[config.mk]
export PLATFORM = sky130hd
export DESIGN_NAME = dsf_front
export DESIGN_NICKNAME = d
export VERILOG_FILES = /design/src/hw/rtl/dsf_pkg.sv /design/src/hw/rtl/dsf_front.sv
export SDC_FILE = /design/constraint.sdc
export NUM_CORES = 1
export LEC_CHECK = 0
export ABC_CLOCK_PERIOD_IN_PS = 11230
export BUFFER_PORTS_ARGS = -buffer_cell sky130_fd_sc_hd__buf_2
export CAP_MARGIN = 20
export CORE_AREA = 2 2 153 155
export DETAILED_ROUTE_END_ITERATION = 6
export DIE_AREA = 0 0 155 157
export PLACE_DENSITY_LB_ADDON = 0.2
export SLEW_MARGIN = 40
export SYNTH_ARGS = -nofsm -noshare
export SYNTH_HDL_FRONTEND = slang
export SYNTH_SLANG_ARGS = --single-unit
[constraint.sdc]
create_clock -name clock -period 11.23 [get_ports clock]
set_input_delay 2.246 -clock clock [delete_from_list [all_inputs] [get_ports clock]]
set_output_delay 2.246 -clock clock [all_outputs]
set_load 0.02 [all_outputs]
[src/hw/rtl/dsf_pkg.sv]
// ---------------------------------------------------------------------------
// dsf_pkg
// Types, constants and stage map shared by the damped spring force block.
// ---------------------------------------------------------------------------
package dsf_pkg;

   localparam int FIFO_DEPTH_DEF = 4;
   localparam int CSR_IDX_W = 2;
   localparam int CSR_DATA_W = 31;
   localparam logic [30:0] REST_RESET = 31'd65536;
   localparam logic [65:0] LEN_MIN_SQ = 66'd429497;

   typedef enum logic [CSR_IDX_W-1:0] {
      CSR_REST  = 2'd0,
      CSR_STIFF = 2'd1,
      CSR_DAMP  = 2'd2
   } csr_idx_type;

   typedef struct packed {
      logic signed [31:0] end1_x;
      logic signed [31:0] end1_y;
      logic signed [31:0] end2_x;
      logic signed [31:0] end2_y;
      logic signed [31:0] end1_vel_x;
      logic signed [31:0] end1_vel_y;
      logic signed [31:0] end2_vel_x;
      logic signed [31:0] end2_vel_y;
   } req_type;

   typedef struct packed {
      logic signed [31:0] force_x;
      logic signed [31:0] force_y;
      logic [30:0]        spring_length;
      logic [30:0]        spring_energy;
   } rsp_type;

   // classified item passed from front to back
   typedef struct packed {
      logic               sgx;
      logic               sgy;
      logic [32:0]        ax;
      logic [32:0]        ay;
      logic signed [32:0] rvx;
      logic signed [32:0] rvy;
   } fr_type;

   localparam int FR_W = $bits(fr_type);

   typedef struct packed {
      logic               sgx;
      logic               sgy;
      logic [32:0]        ax;
      logic [32:0]        ay;
      logic signed [32:0] rvx;
      logic signed [32:0] rvy;
      logic [64:0]        sqx;
      logic [64:0]        sqy;
      logic [65:0]        s;
      logic               short_len;
      logic [32:0]        root;
      logic [34:0]        rem;
      logic signed [33:0] x;
      logic [32:0]        xm;
      logic [61:0]        numx;
      logic [61:0]        numy;
      logic [33:0]        remx;
      logic [33:0]        remy;
      logic [28:0]        ux;
      logic [28:0]        uy;
      logic [61:0]        prodx;
      logic [61:0]        prody;
      logic [63:0]        dpx;
      logic [63:0]        dpy;
      logic [63:0]        esq;
      logic [33:0]        px;
      logic [33:0]        py;
      logic [48:0]        dmx;
      logic [48:0]        dmy;
      logic [47:0]        q;
      logic [48:0]        spx;
      logic [48:0]        spy;
      logic [62:0]        elo;
      logic [46:0]        ehi;
      rsp_type            rsp;
   } bk_type;

   // back pipeline stage map
   localparam int ST_SQ   = 0;
   localparam int ST_SUM  = 1;
   localparam int ST_RT0  = 2;
   localparam int ST_RTN  = 34;
   localparam int ST_LEN  = 35;
   localparam int ST_DV0  = 36;
   localparam int ST_DVN  = 64;
   localparam int ST_MUL  = 65;
   localparam int ST_RND  = 66;
   localparam int ST_KS   = 67;
   localparam int ST_OUT  = 68;
   localparam int NSTG    = 69;

endpackage

[src/hw/rtl/dsf_front.sv]
// ---------------------------------------------------------------------------
// dsf_front
// Input stage: takes a beat, forms end differences, magnitudes and signs.
// ---------------------------------------------------------------------------
module dsf_front
   import dsf_pkg::*;
(
   input  logic    clock,
   input  logic    reset,
   input  logic    req_valid,
   output logic    req_ready,
   input  req_type req_data,
   output logic    out_valid,
   input  logic    out_ready,
   output fr_type  out_data
);

   logic   valid_ff, valid_in;
   fr_type data_ff, data_in;
   logic signed [32:0] dx, dy;

   assign req_ready = !valid_ff || out_ready;

   always_comb begin
      dx = 33'(req_data.end2_x) - 33'(req_data.end1_x);
      dy = 33'(req_data.end2_y) - 33'(req_data.end1_y);
      data_in.sgx = dx[32];
      data_in.sgy = dy[32];
      data_in.ax  = dx[32] ? 33'(-dx) : 33'(dx);
      data_in.ay  = dy[32] ? 33'(-dy) : 33'(dy);
      data_in.rvx = 33'(req_data.end2_vel_x) - 33'(req_data.end1_vel_x);
      data_in.rvy = 33'(req_data.end2_vel_y) - 33'(req_data.end1_vel_y);
      valid_in = req_valid || (valid_ff && !out_ready);
   end

   always_ff @(posedge clock) begin
      if (reset) begin
         valid_ff <= 1'b0;
      end else begin
         valid_ff <= valid_in;
      end
      if (req_valid && req_ready) begin
         data_ff <= data_in;
      end
   end

   assign out_valid = valid_ff;
   assign out_data  = data_ff;

endmodule

; Word-level counts from Yosys, hierarchy flattened
; Cells that the tools add are included.
; Widths: inputs -> output; s select.
[totals]
romBits = 0
word_cells = 23
regBits = 135
latch_bits = 0
mem_count = 0
in_bits = 260
output_inout_bits = 136
ramBits = 0
[classes]
n_lt_le_gt_ge = 0
bitwise_logic = 0
div = 0
reduce_logical = 6
n_mux = 2
n_eq_ne = 0
shift = 0
n_addsub = 6
multipliers = 0
[op_table]
columns = operator, n
row1 = $sub 32x32->33, 4
row2 = $neg 33->33, 2
row3 = $mux 32, 2
row4 = $logic_and 1x1->1, 2
row5 = $logic_not 1->1, 2
row6 = $logic_or 1x1->1, 2

; Longest topological paths before layout
; Gate-level depths: netlist of the first run.
[logic_depth]
ltp_word = 3
mapped_depth = 16

; Least setup slack after synthesis of the first run
; Ideal clock, no wire load.
[synth_timing]
path_kind = in2reg
from = input port out_ready
to = register data_ff (netlist bit out_data[0]), enable pin
arrival_time_ns = 5.622
setup_time_ns = 0.509
cell_stages = 2
path_slack_ns = 5.099
cell_sequence = nand2b_1 and2_1
[synth_via]
elab_chain_cells = 2
[synth_rtl]
columns = item, line_no
row1 = from (decl), dsf_front.sv:14  ; input logic out_ready,
row2 = $logic_or 1x1->1, dsf_front.sv:22  ; assign req_ready = !valid_ff || out_ready;
row3 = $logic_and 1x1->1, dsf_front.sv:42  ; if (req_valid && req_ready) begin
row4 = to (signal assigned), dsf_front.sv:43  ; data_ff <= data_in;
row5 = to (decl), dsf_front.sv:19  ; fr_type data_ff, data_in;
; Every way passes these cells.
; A chain may end at the register's enable or synchronous reset.

==> flow_summary.yaml, run 1 <==
routing:
  dr.pass1.iters: 6
  num_vias: 12440
  drtIter0Drc: 732
  wl_mm: 36.79
  vias_per_cell: 5.773
  drc: 0
  ant_nets: 0
  wl_per_cell_um: 17.08
cells_and_area:
  layout_common_cells: "buf_2 (395), inv_1 (178), edfxtp_1 (134)"
  utilization: 0.7009
  final_common_cell: "buf_2"
  drive_gt1_frac: 0.2532
  synthToLayoutAreaGrowth_pct: 21.88
  multi_input_area_mm2: 0.008077
  final-seq-area_mm2: 0.004044
  final_nets: 2241
  fillers: 1797
sta:
  period_minus_slack_ns: 5.812
  finClkSkew_ns: 0.008321
  grt_setup_unrepaired: "no"
  timing.final.setup_violations: 0
  tightest_slew_ns: 0.8892
  tns_ns: 0
  timing.final.crit_share: 0.5175
  fmax_mhz: 172.1
  whs_ns: 0.5357
  maxSlewViolCount: 0
  hold_viol_final: 0
  fin_ws_ns: 5.418
  max-slew-margin-rel: 0.4017
clocking:
  clk_latency_ns: 0.43
  clkTransAtPathRegs_ns: 0.06
  cts_made_buffers: 17
  clkSinkCount: 135
  postCtsSetupBuffers: 0
  cts_tree: "yes"
  cts_hold_buf: 0
  cts_resized: 0
  cts_root_buf: "clkbuf_16"
  clock_tree.buffer_depth: 2
  cts-htree-levels: 4
die:
  die_w_um: 155
  start_util: 0.5751
  fp.dieArea_mm2: 0.02434
  ioPinCount: 396
  row_count: 55
  core_area_mm2: 0.02250
  die_height_um: 157
yosys:
  synth_top_area_frac: 0.3109
  synth_edf_count: 134
  syn-num-nets: 1854
  synth_cell_type_count: 94
  syn_inst: 1460
  synth.yosys.seq_area_share: 0.3125
  synthArstFlopShare: 0
  yosys_register_bits: 135
  ys_warn_count: 0
  synth_top_area_cell: "edfxtp_1"
  synthTopCellsByArea: "edfxtp_1 (31%), ha_1 (13%), xnor2_1 (6.4%), inv_1 (5.2%), a21oi_1 (4.6%)"
  synth_area_per_cell_um2: 8.864
  synthFlopType: "edfxtp_1"
  syn_area_mm2: 0.01294
critical_path:
  startpoint_type: "input port"
  startpoint: "req_data[128]"
  ff2ff_path_depth: 4
  reg2reg_setup_slack_ns: 9.05
  critical_path_arrival_ns: 5.98
  crit_type: "input port to register"
  r2r-end: "out_data[100]"
  worst-endpoint-required_ns: 11.39
  cp-end-kind: "register"
  rr_startpoint: "out_valid"
  endpoint: "out_data[72]"
  critPathMaxFanout: 21
grt:
  grt_start_max_net_pins: 73
  grt_usage: 0.2882
  grt_first_pass_wirelength_mm: 55.88
  antenna_found_initial: 10
  grt_pass1_vias: 11550
  grt-ovfl-total: 0
place:
  post-dp-hpwl_mm: 29.65
  gp_congestion: 0.9631
  io_buffers: 395
  place_ws_ns: 5.063
hold_path:
  min_delay_path_depth: 2
  hold_path.class: "register to register"
power:
  p_sw_frac: 0.3694
  p_seq_frac: 0.330
  p_int_mw: 1.333
  p_sw_mw: 0.7809
  clock_power_share: 0.272
  cellLeakagePower_nw: 7.538
  p_comb_frac: 0.397
  power_density_mw_per_mm2: 134.0
  peakVddDrop_uv: 69.23
run_status:
  status: "complete, no violations"
flow_run:
  cap_viol_max_count: 0
-- critical path: stages --
cell      delay (ns)
buf_2           0.10
inv_1           0.04
ha_1            0.18
fa_1            0.21
nand2b_1        0.16
a21oi_1         0.11
o31ai_1         0.68
a31oi_2         0.26
o211ai_2        0.25
a31oi_1         0.15
o31a_1          0.27
or4b_1          0.47
o21a_2          0.27
inv_2           0.25
o21ai_0         0.17
xnor2_1         0.16
-- worst min-delay path by stage --
stage | start | endpoint | slack [ns]
after detailed placement | out_valid | out_valid | 0.53
after CTS | out_valid | out_valid | 0.53
after global routing | out_valid | out_valid | 0.57
after global placement | out_valid | out_valid | 0.50
after floorplan | out_valid | out_valid | 0.73
final | out_valid | out_valid | 0.54
-- registers in the layout (all words and copies together), names as in the netlist --
name	flops
out_valid	1
out_data	134
-- power groups by stage --
stage / combinational, mW / sequential [mW] / clock (mW)
after floorplan: 0.491 / 0.804 / 0
after global placement: 0.809 / 0.709 / 0
after detailed placement: 0.826 / 0.709 / 0
after CTS: 0.832 / 0.699 / 0.583
after global routing: 0.914 / 0.704 / 0.602
final: 0.840 / 0.698 / 0.575
-- Yosys cell counts, types with 5 or more instances --
library cell and count:
inv_1 178, edfxtp_1 134, ha_1 130, a21oi_1 120, xnor2_1 94, nor2_1 91, nand2_1 90, o21ai_0 71
a21o_1 59, xor2_1 58, nand3_1 29, nor3_1 29, o21a_1 24, a31oi_1 21, nand2b_1 20, nand4_1 20
nor2b_1 20, clkbuf_1 16, o211ai_1 15, and3_1 14, o21bai_1 14, or3_1 13, a211oi_1 12, and2_1 11
o31ai_1 10, or2_2 9, a2111oi_0 8, a211o_1 6, a31o_2 6, and4_1 6, buf_2 6, buf_6 6
mux2i_1 6, nor3b_1 6, o31a_1 6, a41oi_1 5, nor4_1 5, o21ai_1 5
-- metal layers --
layer / part of all wire / global-route usage / vias to the layer above
met5: 0.00033 / 0 / -
met4: 0.046 / 0.1578 / 2
met3: 0.068 / 0.04983 / 110
li1: - / - / 6094
met1: 0.40 / 0.3462 / 5687
met2: 0.48 / 0.4935 / 542
-- per-stage QoR --
step	cell area [um^2]	power, mW	std cells
2_1_floorplan	12940	1.295	1460
5_1_grt	15770	2.220	2154
4_1_cts	15720	2.114	2144
3_5_place_dp	15130	1.535	2112
3_3_place_gp	15120	1.518	2112
6_report	15770	2.114	2154
-- cells by family (layout without fill, tap and decap cells) --
family          Yosys count  count (layout)  synth area share
flops                   135             135            0.3125
simple gates            389             389            0.1561
buf+inv                 208             608           0.06439
mux                       6               6          0.004641
compound gates          436             436            0.2276
other cells               0               9                 0
xor+xnor                152             152            0.1029
fa+ha+maj               134             134            0.1319
-- layout make-up --
cell class,instances,share of cell area
Antenna cell,9,0.001428
Multi-Input combinational cell,1117,0.5121
Clock buffer,17,0.02697
Inverter,179,0.04260
Sequential cell,135,0.2564
Clock inverter,15,0.01063
Tap cell,285,0.02261
Timing Repair Buffer,397,0.1273
Note: power is estimated with default switching activity, not from simulation.
==> inputs of run 2 (changes only) <==
- ABC_CLOCK_PERIOD_IN_PS: 11230 -> 5140
- CORE_AREA: 2 2 153 155 -> default
- CORE_UTILIZATION: default -> 48
- DIE_AREA: 0 0 155 157 -> default
- clock period: 11.23 -> 5.14 ns (I/O delays scaled with it)
==> flow_summary.yaml, run 2 (same netlist as run 1, synthesis figures left out) <==
sta:
  timing.final.crit_share: 0.8399
  tightest_slew_ns: 0.7671
  fin_ws_ns: 0.8228
  period_minus_slack_ns: 4.317
  fmax_mhz: 231.6
  grt_setup_unrepaired: "no"
  maxSlewViolCount: 0
  hold_viol_final: 0
  max-slew-margin-rel: 0.4839
  finClkSkew_ns: 0.01416
  tns_ns: 0
  timing.final.setup_violations: 0
place:
  place_ws_ns: 0.4253
  placed_area_mm2: 0.01526
  post-dp-hpwl_mm: 29.54
  gp_congestion: 0.9681
  io_buffers: 395
cells_and_area:
  synthToLayoutAreaGrowth_pct: 22.86
  final_nets: 2248
  final_cell_area_mm2: 0.01590
  layout_common_cells: "buf_2 (395), inv_1 (178), edfxtp_1 (134)"
  final_common_cell: "buf_2"
  largest_reg_flops: 134
  drive_gt1_frac: 0.2555
routing:
  drc: 67
  ant_nets: 0
  drtIter0Drc: 1004
  num_vias: 12280
  wl_per_cell_um: 16.46
  dr.pass1.iters: 7
  wl_mm: 36.27
  vias_per_cell: 5.570
critical_path:
  rr_startpoint: "out_valid"
  crit_type: "input port to register"
  cp-end-kind: "register"
  critPathMaxFanout: 4
  r2r-end: "out_data[99]"
  endpoint: "out_data[63]"
  worst-endpoint-required_ns: 5.30
  critical_path_arrival_ns: 4.48
  startpoint_type: "input port"
  reg2reg_setup_slack_ns: 3.20
  ff2ff_path_depth: 3
  startpoint: "req_data[32]"
die:
  die_height_um: 166.2
  fp.dieArea_mm2: 0.02762
  die_w_um: 166.2
  start_util: 0.4924
  core_area_mm2: 0.02628
  row_count: 59
  ioPinCount: 396
flow_run:
  cap_viol_max_count: 0
clocking:
  cts_tree: "yes"
  clk_latency_ns: 0.42
  cts-htree-levels: 4
  postCtsSetupBuffers: 0
  clock_tree.buffer_depth: 2
  clkTransAtPathRegs_ns: 0.07
  cts_made_buffers: 17
  cts_hold_buf: 0
  clkSinkCount: 135
  cts_root_buf: "clkbuf_16"
  cts_resized: 0
hold_path:
  hold_path.class: "register to register"
grt:
  grt_pass1_vias: 11100
  grt_usage: 0.2533
  antenna_found_initial: 3
  grt_first_pass_wirelength_mm: 56.15
  grt_start_max_net_pins: 98
  grt-ovfl-total: 0
power:
  power_density_mw_per_mm2: 295.6
  p_total_mw: 4.700
  cellLeakagePower_nw: 7.592
  peakVddDrop_uv: 200.2
run_status:
  status: "complete, but fails checks"
  violations: "DRC"
-- run 2: cell count changes in the layout (fill, tap and decap cells not counted), moves of 2 or more --
cell       previous run  this run
buf_4                 0         8
a2111oi_0             6         8
bufinv_16             2         4
a2111oi_1             2         0
diode_2               9         2
-- run 2: power breakdown --
group | internal, mW | total (mW) | switching (mW) | leakage [nW]
clock network | 0.833 | 1.34 | 0.508 | 0.305
logic | 0.723 | 1.83 | 1.11 | 5.98
registers | 1.47 | 1.53 | 0.0605 | 1.30
total | 3.02 | 4.70 | 1.68 | 7.59
-- run 2: through the flow --
stage | std cells | hold WS, ns | utilization
detailed placement | 2170 | 0.5720 | 0.5806
floorplan | 1460 | 0.7290 | -
global placement | 2170 | 0.5586 | 0.5806
CTS | 2202 | 0.5848 | 0.6048
global route | 2203 | 0.6432 | 0.6049
finish | 2204 | 0.5888 | 0.6050
-- run 2: how the worst min path moves through the flow --
stage,start,end,slack (ns),cells past startpoint
final,out_valid,out_valid,0.59,2
after CTS,out_valid,out_valid,0.58,2
after global placement,out_valid,out_valid,0.56,2
after global routing,out_valid,out_valid,0.64,2
after detailed placement,out_valid,out_valid,0.57,2
after floorplan,out_valid,out_valid,0.73,2
-- run 2: layer usage --
metal	track usage	vias up	routed length (um)
met5	0	-	13
met4	0.08736	2	954
met3	0.04647	51	2366
met2	0.4309	472	17510
met1	0.3220	5662	15430
li1	-	6089	-
-- run 2: critical path, stage by stage --
cell and delay, ns:
buf_2 0.07, inv_1 0.03, ha_1 0.21, fa_1 0.42, nor2b_1 0.12, o21ai_0 0.13, and3_1 0.22, o41ai_1 0.54
o21a_1 0.29, a311o_1 0.24, nor3_1 0.09, o311ai_1 0.56, a2111oi_0 0.22, o21bai_1 0.22, xor2_1 0.09
-- run 2: final cells by class --
class	instances	area, um^2
antenna	2	5.005
inverter	179	671.9
clock inverter	13	192.7
timing repair buffer	404	2057
multi-input combinational	1117	8066
tap	335	419.2
fill	2410	10380
sequential	135	4044
clock buffer	19	442.9
