### src/hw/rtl/dsf_pkg.sv
// ---------------------------------------------------------------------------
// dsf_pkg
// Types, constants and stage map shared by the damped spring force block.
// ---------------------------------------------------------------------------
package dsf_pkg;

   localparam int FIFO_DEPTH_DEF = 4;
   localparam int CSR_IDX_W = 2;
   localparam int CSR_DATA_W = 31;
   localparam logic [30:0] REST_RESET = 31'd65536;
   localparam logic [65:0] LEN_MIN_SQ = 66'd429497;

   typedef enum logic [CSR_IDX_W-1:0] {
      CSR_REST  = 2'd0,
      CSR_STIFF = 2'd1,
      CSR_DAMP  = 2'd2
   } csr_idx_type;

   typedef struct packed {
      logic signed [31:0] end1_x;
      logic signed [31:0] end1_y;
      logic signed [31:0] end2_x;
      logic signed [31:0] end2_y;
      logic signed [31:0] end1_vel_x;
      logic signed [31:0] end1_vel_y;
      logic signed [31:0] end2_vel_x;
      logic signed [31:0] end2_vel_y;
   } req_type;

   typedef struct packed {
      logic signed [31:0] force_x;
      logic signed [31:0] force_y;
      logic [30:0]        spring_length;
      logic [30:0]        spring_energy;
   } rsp_type;

   // classified item passed from front to back
   typedef struct packed {
      logic               sgx;
      logic               sgy;
      logic [32:0]        ax;
      logic [32:0]        ay;
      logic signed [32:0] rvx;
      logic signed [32:0] rvy;
   } fr_type;

   localparam int FR_W = $bits(fr_type);

   typedef struct packed {
      logic               sgx;
      logic               sgy;
      logic [32:0]        ax;
      logic [32:0]        ay;
      logic signed [32:0] rvx;
      logic signed [32:0] rvy;
      logic [64:0]        sqx;
      logic [64:0]        sqy;
      logic [65:0]        s;
      logic               short_len;
      logic [32:0]        root;
      logic [34:0]        rem;
      logic signed [33:0] x;
      logic [32:0]        xm;
      logic [61:0]        numx;
      logic [61:0]        numy;
      logic [33:0]        remx;
      logic [33:0]        remy;
      logic [28:0]        ux;
      logic [28:0]        uy;
      logic [61:0]        prodx;
      logic [61:0]        prody;
      logic [63:0]        dpx;
      logic [63:0]        dpy;
      logic [63:0]        esq;
      logic [33:0]        px;
      logic [33:0]        py;
      logic [48:0]        dmx;
      logic [48:0]        dmy;
      logic [47:0]        q;
      logic [48:0]        spx;
      logic [48:0]        spy;
      logic [62:0]        elo;
      logic [46:0]        ehi;
      rsp_type            rsp;
   } bk_type;

   // back pipeline stage map
   localparam int ST_SQ   = 0;
   localparam int ST_SUM  = 1;
   localparam int ST_RT0  = 2;
   localparam int ST_RTN  = 34;
   localparam int ST_LEN  = 35;
   localparam int ST_DV0  = 36;
   localparam int ST_DVN  = 64;
   localparam int ST_MUL  = 65;
   localparam int ST_RND  = 66;
   localparam int ST_KS   = 67;
   localparam int ST_OUT  = 68;
   localparam int NSTG    = 69;

endpackage

### src/hw/rtl/dsf_fifo.sv
// ---------------------------------------------------------------------------
// dsf_fifo
// Short register queue between the front and back parts.
// ---------------------------------------------------------------------------
module dsf_fifo
   import dsf_pkg::*;
#(
   parameter int DEPTH = FIFO_DEPTH_DEF,
   parameter int WIDTH = FR_W
) (
   input  logic             clock,
   input  logic             reset,
   input  logic             push_valid,
   output logic             push_ready,
   input  logic [WIDTH-1:0] push_data,
   output logic             pop_valid,
   input  logic             pop_ready,
   output logic [WIDTH-1:0] pop_data
);

   localparam int PW = (DEPTH > 1) ? $clog2(DEPTH) : 1;
   localparam int CW = $clog2(DEPTH + 1);
   localparam logic [PW-1:0] PTR_LAST = PW'(DEPTH - 1);
   localparam logic [CW-1:0] CNT_FULL = CW'(DEPTH);

   logic [WIDTH-1:0] mem_ff [DEPTH];
   logic [PW-1:0]    wr_ff, wr_in, rd_ff, rd_in;
   logic [CW-1:0]    cnt_ff, cnt_in;
   logic             push, pop;

   assign push_ready = cnt_ff != CNT_FULL;
   assign pop_valid  = cnt_ff != '0;
   assign pop_data   = mem_ff[rd_ff];
   assign push = push_valid && push_ready;
   assign pop  = pop_valid && pop_ready;

   always_comb begin
      wr_in  = push ? ((wr_ff == PTR_LAST) ? '0 : wr_ff + 1'b1) : wr_ff;
      rd_in  = pop  ? ((rd_ff == PTR_LAST) ? '0 : rd_ff + 1'b1) : rd_ff;
      cnt_in = cnt_ff + CW'(push) - CW'(pop);
   end

   always_ff @(posedge clock) begin
      if (reset) begin
         wr_ff  <= '0;
         rd_ff  <= '0;
         cnt_ff <= '0;
      end else begin
         wr_ff  <= wr_in;
         rd_ff  <= rd_in;
         cnt_ff <= cnt_in;
      end
      if (push) begin
         mem_ff[wr_ff] <= push_data;
      end
   end

   a_cnt_range: assert property (@(posedge clock) disable iff (reset)
      cnt_ff <= CNT_FULL) else $error("queue count overflow");
   a_cnt_track: assert property (@(posedge clock) disable iff (reset)
      push && !pop |=> cnt_ff == $past(cnt_ff) + CW'(1))
      else $error("queue count lost a push");

endmodule

### config.mk
export PLATFORM = sky130hd
export DESIGN_NAME = dsf_fifo
export DESIGN_NICKNAME = d
export VERILOG_FILES = /design/src/hw/rtl/dsf_pkg.sv /design/src/hw/rtl/dsf_fifo.sv
export SDC_FILE = /design/constraint.sdc
export NUM_CORES = 1
export LEC_CHECK = 0
export BUFFER_PORTS_ARGS = -buffer_cell sky130_fd_sc_hd__buf_2
export CAP_MARGIN = 20
export CORE_ASPECT_RATIO = 0.9
export CORE_MARGIN = 1
export CORE_UTILIZATION = 40
export CTS_BUF_LIST = sky130_fd_sc_hd__clkbuf_2
export CTS_CLUSTER_DIAMETER = 80
export DETAILED_ROUTE_END_ITERATION = 7
export PLACE_DENSITY = 0.68
export SLEW_MARGIN = 0
export SYNTH_ARGS = -nofsm -noshare
export SYNTH_HDL_FRONTEND = slang
export SYNTH_SLANG_ARGS = --single-unit
### constraint.sdc
create_clock -name clock -period 9.9 [get_ports clock]
set_input_delay 0.495 -clock clock [delete_from_list [all_inputs] [get_ports clock]]
set_output_delay 0.495 -clock clock [all_outputs]
set_load 0.03 [all_outputs]
Yosys cells after proc, flatten, opt, wreduce, memory -nomap -nowiden --
Memory sizes are Yosys's and may differ from the RTL's. A register that Yosys moved wholly into a read port is not among the register bits. Index checks and enable logic that the tools add are counted.
Operators by class: $add $sub $neg 4, equal/unequal tests 3, mux-type cells 6, reductions and logical operators 3
Operator list (number):
- $mux W2 | 4
- $add A2 B1 Y2 const B | 2
- $eq A2 B2 Y1 const B | 2
- $add A3 B1 Y3 | 1
- $ne A3 B3 Y1 const B | 1
- $reduce_bool A3 Y1 | 1
- $sub A3 B1 Y3 | 1
- $logic_and A1 B1 Y1 | 2
- $mux W1 | 2
Storage, ports and cells: register bits after elaboration 7, bits in writable memories 536, bits of input ports 138, output and inout port bits 136, logic and storage cells 20, memories kept 1
Memory list:
- mem_ff | words 4, bits a word 134, read ports 1, clocked after memory_dff 1, wr ports 1, line dsf_fifo.sv:26 | logic [WIDTH-1:0] mem_ff [DEPTH];

Depth between registers and ports, before layout --
Gate-level depths: netlist (run 1).
depth in word-level cells 4, gate-level depth with buffers 11, depth with buffers taken out 10

Least setup slack after synthesis (run 1) --
No wires, ideal clock.
kind reg2reg, start register cnt_ff[1], end memory mem_ff[0][0] in the netlist's numbering (enable), setup time 0.510 ns, data arrival time 3.934 ns, data required time 9.390 ns, setup slack 5.456 ns, stages on the path, launching flop included 4, path buffers 1, clock period less this slack 4.444 ns, cell sequence dfxtp_1 -> or3b_1 -> clkbuf_2 -> and3_1
On the way: word-level cells in the longest chain between the ends 4
Ends and longest elaborated chain:
- start, declared | line dsf_fifo.sv:28 | logic [CW-1:0] cnt_ff, cnt_in;
- start signal, assigned | line dsf_fifo.sv:51 | cnt_ff <= cnt_in;
- $ne A3 B3 Y1 | line dsf_fifo.sv:31 | assign push_ready = cnt_ff != CNT_FULL;
- net push_ready | line dsf_fifo.sv:14 | output logic push_ready,
- $logic_and A1 B1 Y1 | line dsf_fifo.sv:34 | assign push = push_valid && push_ready;
- $mux W1 | line dsf_fifo.sv:53 | if (push) begin
- $mux W1 (not written as such) | line dsf_fifo.sv:54 | mem_ff[wr_ff] <= push_data;
- end, declared | line dsf_fifo.sv:26
The timed path passes the listed nets, and every way through them passes these cells.

==> results of run 1 <==
cell families after synthesis:
family | synth area share, %
buffers and inverters | 1.11
DFF | 82.3
and+or+nand+nor | 0.512
xor gates and xnor gates | 0.0443
muxes | 15.4
adders and majority gates | 0.544
AOI/OAI and AO/OA | 0.152
worst max-delay path, cell delays in order, from the launching register on:
cell and delay [ns]:
dfxtp_4 0.53, buf_16 0.32, buf_4 0.80, mux4_2 0.60, buf_2 0.20
power breakdown:
| group | switching, mW | leakage (nW) | internal [mW] | total (mW) |
|---|---|---|---|---|
| clock | 0.840 | 0.843 | 0.558 | 1.40 |
| combinational | 1.07 | 3.17 | 0.653 | 1.72 |
| sequential | 0.0814 | 4.98 | 2.83 | 2.91 |
| total | 1.99 | 8.99 | 4.04 | 6.03 |
path summary, 6_finish.rpt:
kind                            startpoint            end  slack [ns]  cells past startpoint
worst max-delay path              register   pop_data[16]        5.67                      4
worst min-delay path              rd_ff[0]       register        0.47                      2
worst max register to register   cnt_ff[1]  mem_ff[0][17]        6.55                      4
worst min register to register    rd_ff[0]       register        0.47                      2
routing by layer:
layer	part of all wire, %	vias up	track usage (%)
met4	2.0	0	7.95
met5	0	-	0
met3	8.2	64	6.31
met2	49	325	26.9
li1	-	4641	-
met1	41	5211	20.8
cell usage in the layout, fill, tap and decap left out, drive strengths merged:
master	n
a21oi	1
edfxtp	536
mux2i	2
or3b	1
o21ai	1
clkinv	21
or3	3
o31ai	1
mux4	134
bufinv	3
clkinvlp	1
dlygate4sd3	276
and2	1
nand2	2
a211o	1
nand2b	2
clkbuf	178
buf	286
xor2	1
nor2b	1
inv	10
ha	7
fa	1
nor2	3
nor3	1
dfxtp	9
and3	4
diode	4
cell type report:
type | instances | area [sq um]
multi-input combinational | 167 | 3310
clock buffer | 178 | 891
sequential | 545 | 16300
clock inverter | 30 | 199
fill | 3807 | 22600
tap | 624 | 781
antenna | 4 | 10.0
inverter | 5 | 18.8
timing repair buffer | 562 | 4250
flip-flops by register name (all words and copies together), names as in the netlist, named ones only:
name    flops
cnt_ff      3
wr_ff       2
rd_ff       2
mem_ff    536
cell usage after synthesis:
library cell  instances  share of area, %
o21ai_2               1             0.044
a21oi_1               1             0.025
and2_1                1             0.032
edfxtp_1            536                81
xor2_1                1             0.044
ha_1                  7              0.44
buf_2                15              0.38
buf_6                 8              0.46
a211o_1               1             0.044
nor2b_1               1             0.032
nand2_1               2             0.038
fa_1                  1              0.10
mux2i_1               2              0.10
nand2b_1              2             0.063
dfxtp_1               9              0.91
or3b_1                1             0.044
mux4_2              134                15
inv_1                 5             0.095
or3_1                 3             0.095
nor3_1                1             0.025
and3_1                4              0.13
clkbuf_2              1             0.025
o31ai_1               1             0.038
clkbuf_1              8              0.15
nor2_1                3             0.057
what timing repair did:
item / CTS / global route
hold endpoints to repair: 720 / 0
setup endpoints to repair: 0 / 0
hold buffers: 276 / 0
==> flow_summary_export.csv, run 1 <==
group,metric,value,unit
timing,fmax,236,MHz
cts,cts_resized,0,
global_route,grt_max_degree,53,
global_route,grt_first_pass_wirelength,63.6,mm
timing,tightest_slew,0.954,ns
logic_synthesis,syn_nets,895,
status,status,"finished, final reports clean",
timing,min_period,4.23,ns
worst_setup_path,critical_path_class,"register to output pin",
routing,detail_route.vias_per_cell,4.84,
placed_design,gp_congestion,0.710,
timing,setup_slack,5.67,ns
cts,cts_tree,"done",
timing,slew_violations,0,
logic_synthesis,syn_area,19800,sq um
cts,clkTransAtPathRegs,0.09,ns
routing,avgRoutedWirePerCell,19.6,um
worst_setup_path,critical_path_required,9.41,ns
pwr,max-vdd-ir-drop,0.148,mV
timing,fin_tns_setup,0,ns
pwr,p_total,6.03,mW
logic_synthesis,ys_types,25,
routing,routed_wl,41.4,mm
final_layout,area_delta_synth_final,30.1,%
placed_design,dp_slack,6.45,ns
placed_design,port_buffers,273,
timing,rsz0062_at_grt,"false",
cts,cts_setup_buffers,0,
routing,drtAntennaViolNets,0,
timing,setup_violations,0,
final_layout,final_cells,2115,
global_route,antenna_found_initial,3,
die,boundaryPins,274,
worst_setup_path,arrival,3.73,ns
routing,drc,0,
placed_design,hpwlAfterDp,22.6,mm
final_layout,drive_gt1_share,41.5,%
final_layout,final_nets,1561,
die,core_area,48300,sq um
routing,dr.first_iter.drc_count,496,
die,die_area,50300,sq um
timing,finClkSkew,0.0924,ns
pwr,power.leakage,8.99,nW
die,die_h,213,um
die,fp-row-count,76,
final_layout,fin_util,53.3,%
cts,cts_root_buf,"clkbuf_2",
global_route,grt-ovfl-total,0,
worst_setup_path,start_kind,"register",
worst_setup_path,crit_path_end_kind,"output pin",
cts,clk_latency,1.19,ns
logic_synthesis,yosys_warnings,0,
global_route,grt_usage,17.0,%
die,dieWidth,236,um
cts,cts_buffers,134,
timing,fin_crit_sh,42.7,%
job,max_cap_violations,0,
cts,cts_max_level,4,
logic_synthesis,postSynthAreaPerCell,26.4,sq um
routing,vias,10241,
logic_synthesis,synth_seq_cells,545,
worst_hold_path,hp-class,"register to register",
die,start_util,40.9,%
logic_synthesis,synthCells,749,
global_route,grt_pass1_vias,11654,
worst_setup_path,crit_fanout,47,
logic_synthesis,seq_area_frac_synth,82.3,%
pwr,power.density,234,nW/um^2
placed_design,placed_cell_area,21800,sq um
cts,cts.path.max_buffers,3,
timing,hold_ws,0.474,ns
routing,drt-pass1-iter-count,4,
timing,slew_headroom,36.4,%
final_layout,fin_area,25700,sq um
cts,cts.sinks,545,
placed_design,placedCellCount,1626,
timing,finalHoldViolCount,0,
Note: power is estimated with default switching activity, not from simulation.
==> run 2: changes to the inputs <==
ABC_AREA = 1   (was not set)
PLACE_DENSITY = 0.7   (was 0.68)
clock period = 3.8 ns   (was 9.9 ns; I/O delays follow)
==> flow_summary_export.csv, run 2 <==
group,metric,value,unit
logic_synthesis,yosys-top-cells-area,"edfxtp_1 (79%), nor2_1 (5.2%), o21ai_0 (5.2%)",
timing,finClkSkew,0.0840,ns
worst_setup_path,crit_fanout,7,
cts,cts_max_level,4,
logic_synthesis,synth_top_area_share,79.0,%
routing,detail_route.vias_per_cell,4.99,
logic_synthesis,synthFlopType,"edfxtp_1",
timing,setup_violations,0,
global_route,grt_first_pass_wirelength,75.0,mm
placed_design,gp_congestion,0.739,
die,core_area,50400,sq um
timing,slew_headroom,44.9,%
die,die_area,51900,sq um
timing,fmax,286,MHz
die,fp-row-count,78,
logic_synthesis,synth_seq_cells,545,
logic_synthesis,synth_edf_count,536,
die,start_util,40.5,%
global_route,grt-ovfl-total,0,
worst_setup_path,crit_path_end_kind,"register",
routing,vias,13751,
logic_synthesis,async_reset_ff_share,0,%
routing,drc,0,
global_route,grt_pass1_vias,14237,
cts,cts.sinks,545,
cts,clkTransAtPathRegs,0.11,ns
logic_synthesis,ys_types,24,
logic_synthesis,synthCells,1359,
timing,tightest_slew,0.826,ns
die,die_h,216,um
logic_synthesis,seq_area_frac_synth,79.8,%
logic_synthesis,postSynthAreaPerCell,15.0,sq um
worst_setup_path,start_kind,"register",
timing,slew_violations,0,
cts,cts_resized,0,
logic_synthesis,synth_top_area_cell,"edfxtp_1",
placed_design,placedCellCount,2246,
final_layout,final_cells,2756,
job,max_cap_violations,0,
routing,routed_wl,48.3,mm
timing,rsz0062_at_grt,"false",
die,dieWidth,240,um
pwr,power.leakage,9.56,nW
logic_synthesis,synth_common_cells,"edfxtp_1 (536), nor2_1 (285), o21ai_0 (210)",
final_layout,drive_gt1_share,24.7,%
routing,drtAntennaViolNets,0,
timing,fin_crit_sh,91.9,%
logic_synthesis,syn_nets,1505,
routing,drt-pass1-iter-count,5,
logic_synthesis,syn_area,20400,sq um
final_layout,largest_register_ffs,536,
global_route,grt_usage,18.8,%
logic_synthesis,synth.most_common_cell,"edfxtp_1",
timing,finalHoldViolCount,0,
pwr,p_total,18.0,mW
final_layout,area_delta_synth_final,29.5,%
status,status,"finished, final reports clean",
die,boundaryPins,274,
pwr,max-vdd-ir-drop,0.488,mV
routing,dr.first_iter.drc_count,949,
worst_setup_path,critical_path_class,"register to register",
final_layout,final_cell_mix,"edfxtp_1 (536), nor2_1 (281), dlygate4sd3_1 (276)",
worst_setup_path,critical_path_required,4.88,ns
cts,cts_buffers,137,
pwr,power.density,681,nW/um^2
cts,clk_latency,1.23,ns
placed_design,hpwlAfterDp,24.3,mm
cts,cts_tree,"done",
routing,avgRoutedWirePerCell,17.5,um
placed_design,port_buffers,273,
logic_synthesis,yosys_warnings,0,
final_layout,final_nets,2127,
timing,min_period,3.49,ns
worst_setup_path,arrival,4.57,ns
cts,cts_setup_buffers,0,
global_route,grt_max_degree,135,
global_route,antenna_found_initial,3,
final_layout,num-fill-cells,4177,
cts,cts_root_buf,"clkbuf_2",
cts,cts.path.max_buffers,3,
worst_hold_path,hp-class,"input pin to register",
final_layout,top_regs,"mem_ff (536), cnt_ff (3)",
final_layout,top_register,"mem_ff",
final_layout,layout_commonest_cell,"edfxtp_1",
run 2: routing by layer:
| layer | share of wire, % | GRT usage (%) | vias to the layer above |
|---|---|---|---|
| met5 | 0 | 0 | - |
| met4 | 2.1 | 8.05 | 0 |
| met3 | 8.7 | 6.98 | 76 |
| met2 | 49 | 30.7 | 510 |
| met1 | 40 | 22.3 | 6707 |
| li1 | - | - | 6458 |
run 2: stage by stage:
| step | setup TNS, ns | util [%] | instance area, sq um | hold slack [ns] | worst slack, ns |
|---|---|---|---|---|---|
| 2_1_floorplan | -620.08 | - | 20400 | 0.257 | -1.16 |
| 3_3_place_gp | 0 | 44.4 | 22400 | 0.381 | 1.52 |
| 3_5_place_dp | 0 | 44.4 | 22400 | 0.383 | 1.44 |
| 4_1_cts | 0 | 52.4 | 26400 | 0.0152 | 0.303 |
| 5_1_grt | 0 | 52.4 | 26400 | 0.0830 | 0.133 |
| 6_report | 0 | 52.4 | 26400 | 0.276 | 0.309 |
run 2: critical path: stages (launching register included):
cell and delay (ns):
dfxtp_1 0.36, nor2_1 0.21, nand2_1 0.15, nand2_1 0.38, ha_1 0.31, dlygate4sd3_1 0.56, inv_1 0.07, ha_1 0.14
inv_1 0.06, fa_1 0.53, nor2_1 0.05, dlygate4sd3_1 0.54
run 2: what timing repair did:
action | 4_1_cts | 5_1_grt
endpoints found under the setup margin | 0 | 0
hold buffers | 276 | 0
hold endpoints to repair | 1076 | 0
run 2: logic make-up after synthesis:
kind of cell | Yosys count | share of synthesized area (%)
xor gates and xnor gates | 1 | 0.0430
buffers and inverters | 102 | 3.27
and+or+nand+nor | 299 | 5.56
adders and majority gates | 8 | 0.528
AOI/OAI and AO/OA | 404 | 10.8
DFF | 545 | 79.8
run 2: cell type report:
| type | instances | area, sq um | area share, % |
|---|---|---|---|
| sequential | 545 | 16300 | 61.7 |
| timing repair buffer | 571 | 4460 | 16.9 |
| multi-input combinational | 712 | 3470 | 13.2 |
| clock buffer | 194 | 971 | 3.68 |
| tap | 680 | 851 | 3.22 |
| clock inverter | 31 | 273 | 1.03 |
| inverter | 14 | 65.1 | 0.247 |
| antenna | 9 | 22.5 | 0.0853 |
run 2: power breakdown:
part	leakage (nW)	internal (mW)	switching, mW
sequential	4.98	7.35	0.166
clock	0.929	1.70	2.29
combinational	3.65	1.77	4.70
run 2: worst paths after layout:
check,startpoint,to,slack [ns],cells after the start
hold reg to reg,rd_ff[1],register,0.54,2
setup / recovery,cnt_ff[1],cnt_ff[1],0.31,11
setup reg to reg,cnt_ff[1],cnt_ff[1],0.31,11
hold / removal,push_data[2],mem_ff[0][2],0.28,3
==> run 3: changes to the inputs <==
PLACE_DENSITY = 0.68   (was 0.7)
clock period = 3.6 ns   (was 3.8 ns; I/O delays follow)
==> flow_summary_export.csv, run 3 (synthesis gave the netlist of run 2 again) <==
group,metric,value,unit
timing,tightest_slew,0.791,ns
final_layout,drive_gt1_share,24.6,%
final_layout,largest_register_ffs,536,
job,max_cap_violations,0,
worst_hold_path,hp-class,"input pin to register",
placed_design,hpwlAfterDp,23.5,mm
global_route,grt-ovfl-total,0,
pwr,power.leakage,9.60,nW
routing,dr.first_iter.drc_count,925,
placed_design,placedCellCount,2247,
timing,fmax,314,MHz
final_layout,final_cell_mix,"edfxtp_1 (536), nor2_1 (281), dlygate4sd3_1 (277)",
worst_setup_path,start_kind,"register",
die,boundaryPins,274,
timing,setup_violations,0,
cts,clkTransAtPathRegs,0.11,ns
placed_design,gp_congestion,0.743,
routing,drc,0,
timing,rsz0062_at_grt,"false",
worst_setup_path,crit_path_end_kind,"output pin",
final_layout,num-fill-cells,4192,
die,die_area,51900,sq um
final_layout,top_regs,"mem_ff (536), cnt_ff (3)",
pwr,power.density,722,nW/um^2
global_route,grt_pass1_vias,14141,
final_layout,fin_util,52.6,%
pwr,max-vdd-ir-drop,0.499,mV
die,start_util,40.5,%
final_layout,top_register,"mem_ff",
worst_setup_path,crit_fanout,131,
cts,cts.sinks,545,
die,fp-row-count,78,
final_layout,final_cells,2758,
die,core_area,50400,sq um
global_route,antenna_found_initial,6,
routing,drtAntennaViolNets,0,
die,die_h,216,um
worst_setup_path,critical_path_required,3.42,ns
final_layout,area_delta_synth_final,29.9,%
global_route,grt_first_pass_wirelength,75.3,mm
worst_setup_path,critical_path_class,"register to output pin",
global_route,grt_usage,19.0,%
routing,avgRoutedWirePerCell,18.0,um
cts,cts_root_buf,"clkbuf_2",
placed_design,port_buffers,273,
routing,vias,13778,
cts,cts.path.max_buffers,3,
timing,finalHoldViolCount,0,
routing,detail_route.vias_per_cell,5.00,
status,status,"finished, final reports clean",
cts,cts_buffers,137,
routing,routed_wl,49.5,mm
routing,drt-pass1-iter-count,7,
cts,cts_tree,"done",
timing,slew_violations,0,
final_layout,final_nets,2131,
cts,clk_latency,1.20,ns
timing,min_period,3.19,ns
timing,fin_crit_sh,88.5,%
worst_setup_path,arrival,3.01,ns
pwr,p_total,19.1,mW
die,dieWidth,240,um
final_layout,layout_commonest_cell,"edfxtp_1",
timing,finClkSkew,0.0596,ns
cts,cts_max_level,4,
timing,slew_headroom,47.3,%
global_route,grt_max_degree,133,
==> run 3: path summary, 6_finish.rpt <==
kind,from,endpoint,slack (ns),cells after the start
max,register,pop_data[35],0.41,5
min,push_data[94],mem_ff[0][94],0.31,3
max reg2reg,cnt_ff[1],cnt_ff[1],0.63,8
min reg2reg,rd_ff[1],register,0.50,2
==> run 3: critical path: stages (launching register included) <==
cell	delay, ns
dfxtp_4	0.42
clkinv_8	0.37
buf_4	0.41
o21ai_0	0.23
o22ai_1	0.10
buf_2	0.19
==> run 3: stage by stage <==
step | instance area, sq um | setup slack, ns | TNS, ns | hold WS (ns)
final | 26500 | 0.413 | 0 | 0.305
after global routing | 26500 | 0.00495 | 0 | 0.119
after CTS | 26400 | 0.0191 | 0 | 0.0387
after detailed placement | 22400 | 1.31 | 0 | 0.388
after global placement | 22400 | 1.35 | 0 | 0.375
after floorplan | 20400 | -1.36 | -727.28 | 0.247
==> run 3: where the power goes <==
part	leakage (nW)	internal, mW	total [mW]	switching, mW
Combinational	3.68	1.93	6.89	4.97
Clock	0.935	1.84	4.23	2.39
Sequential	4.98	7.76	7.98	0.225
==> run 3: area by class of cell <==
cell class	instances	area [sq um]	area share (%)
Tap cell	680	851	3.21
Timing Repair Buffer	575	4530	17.1
Antenna cell	8	20.0	0.0756
Clock buffer	192	961	3.63
Inverter	14	70.1	0.265
Sequential cell	545	16300	61.5
Multi-Input combinational cell	712	3470	13.1
Clock inverter	32	282	1.06
==> run 3: per-layer routing <==
layer | routed length [um] | track usage [%] | vias to the layer above
met5 | 13 | 0 | -
met4 | 1050 | 8.26 | 2
met3 | 4800 | 7.13 | 83
met2 | 24000 | 30.9 | 537
met1 | 19700 | 22.6 | 6682
li1 | - | - | 6474
==> run 3: timing repair <==
action	4_1_cts	5_1_grt
resized for setup	5	1
gates cloned	1	0
endpoints found under the setup margin	122	15
hold endpoints to repair	1081	0
pin swaps	0	0
setup buffers	0	1
hold buffers	277	0
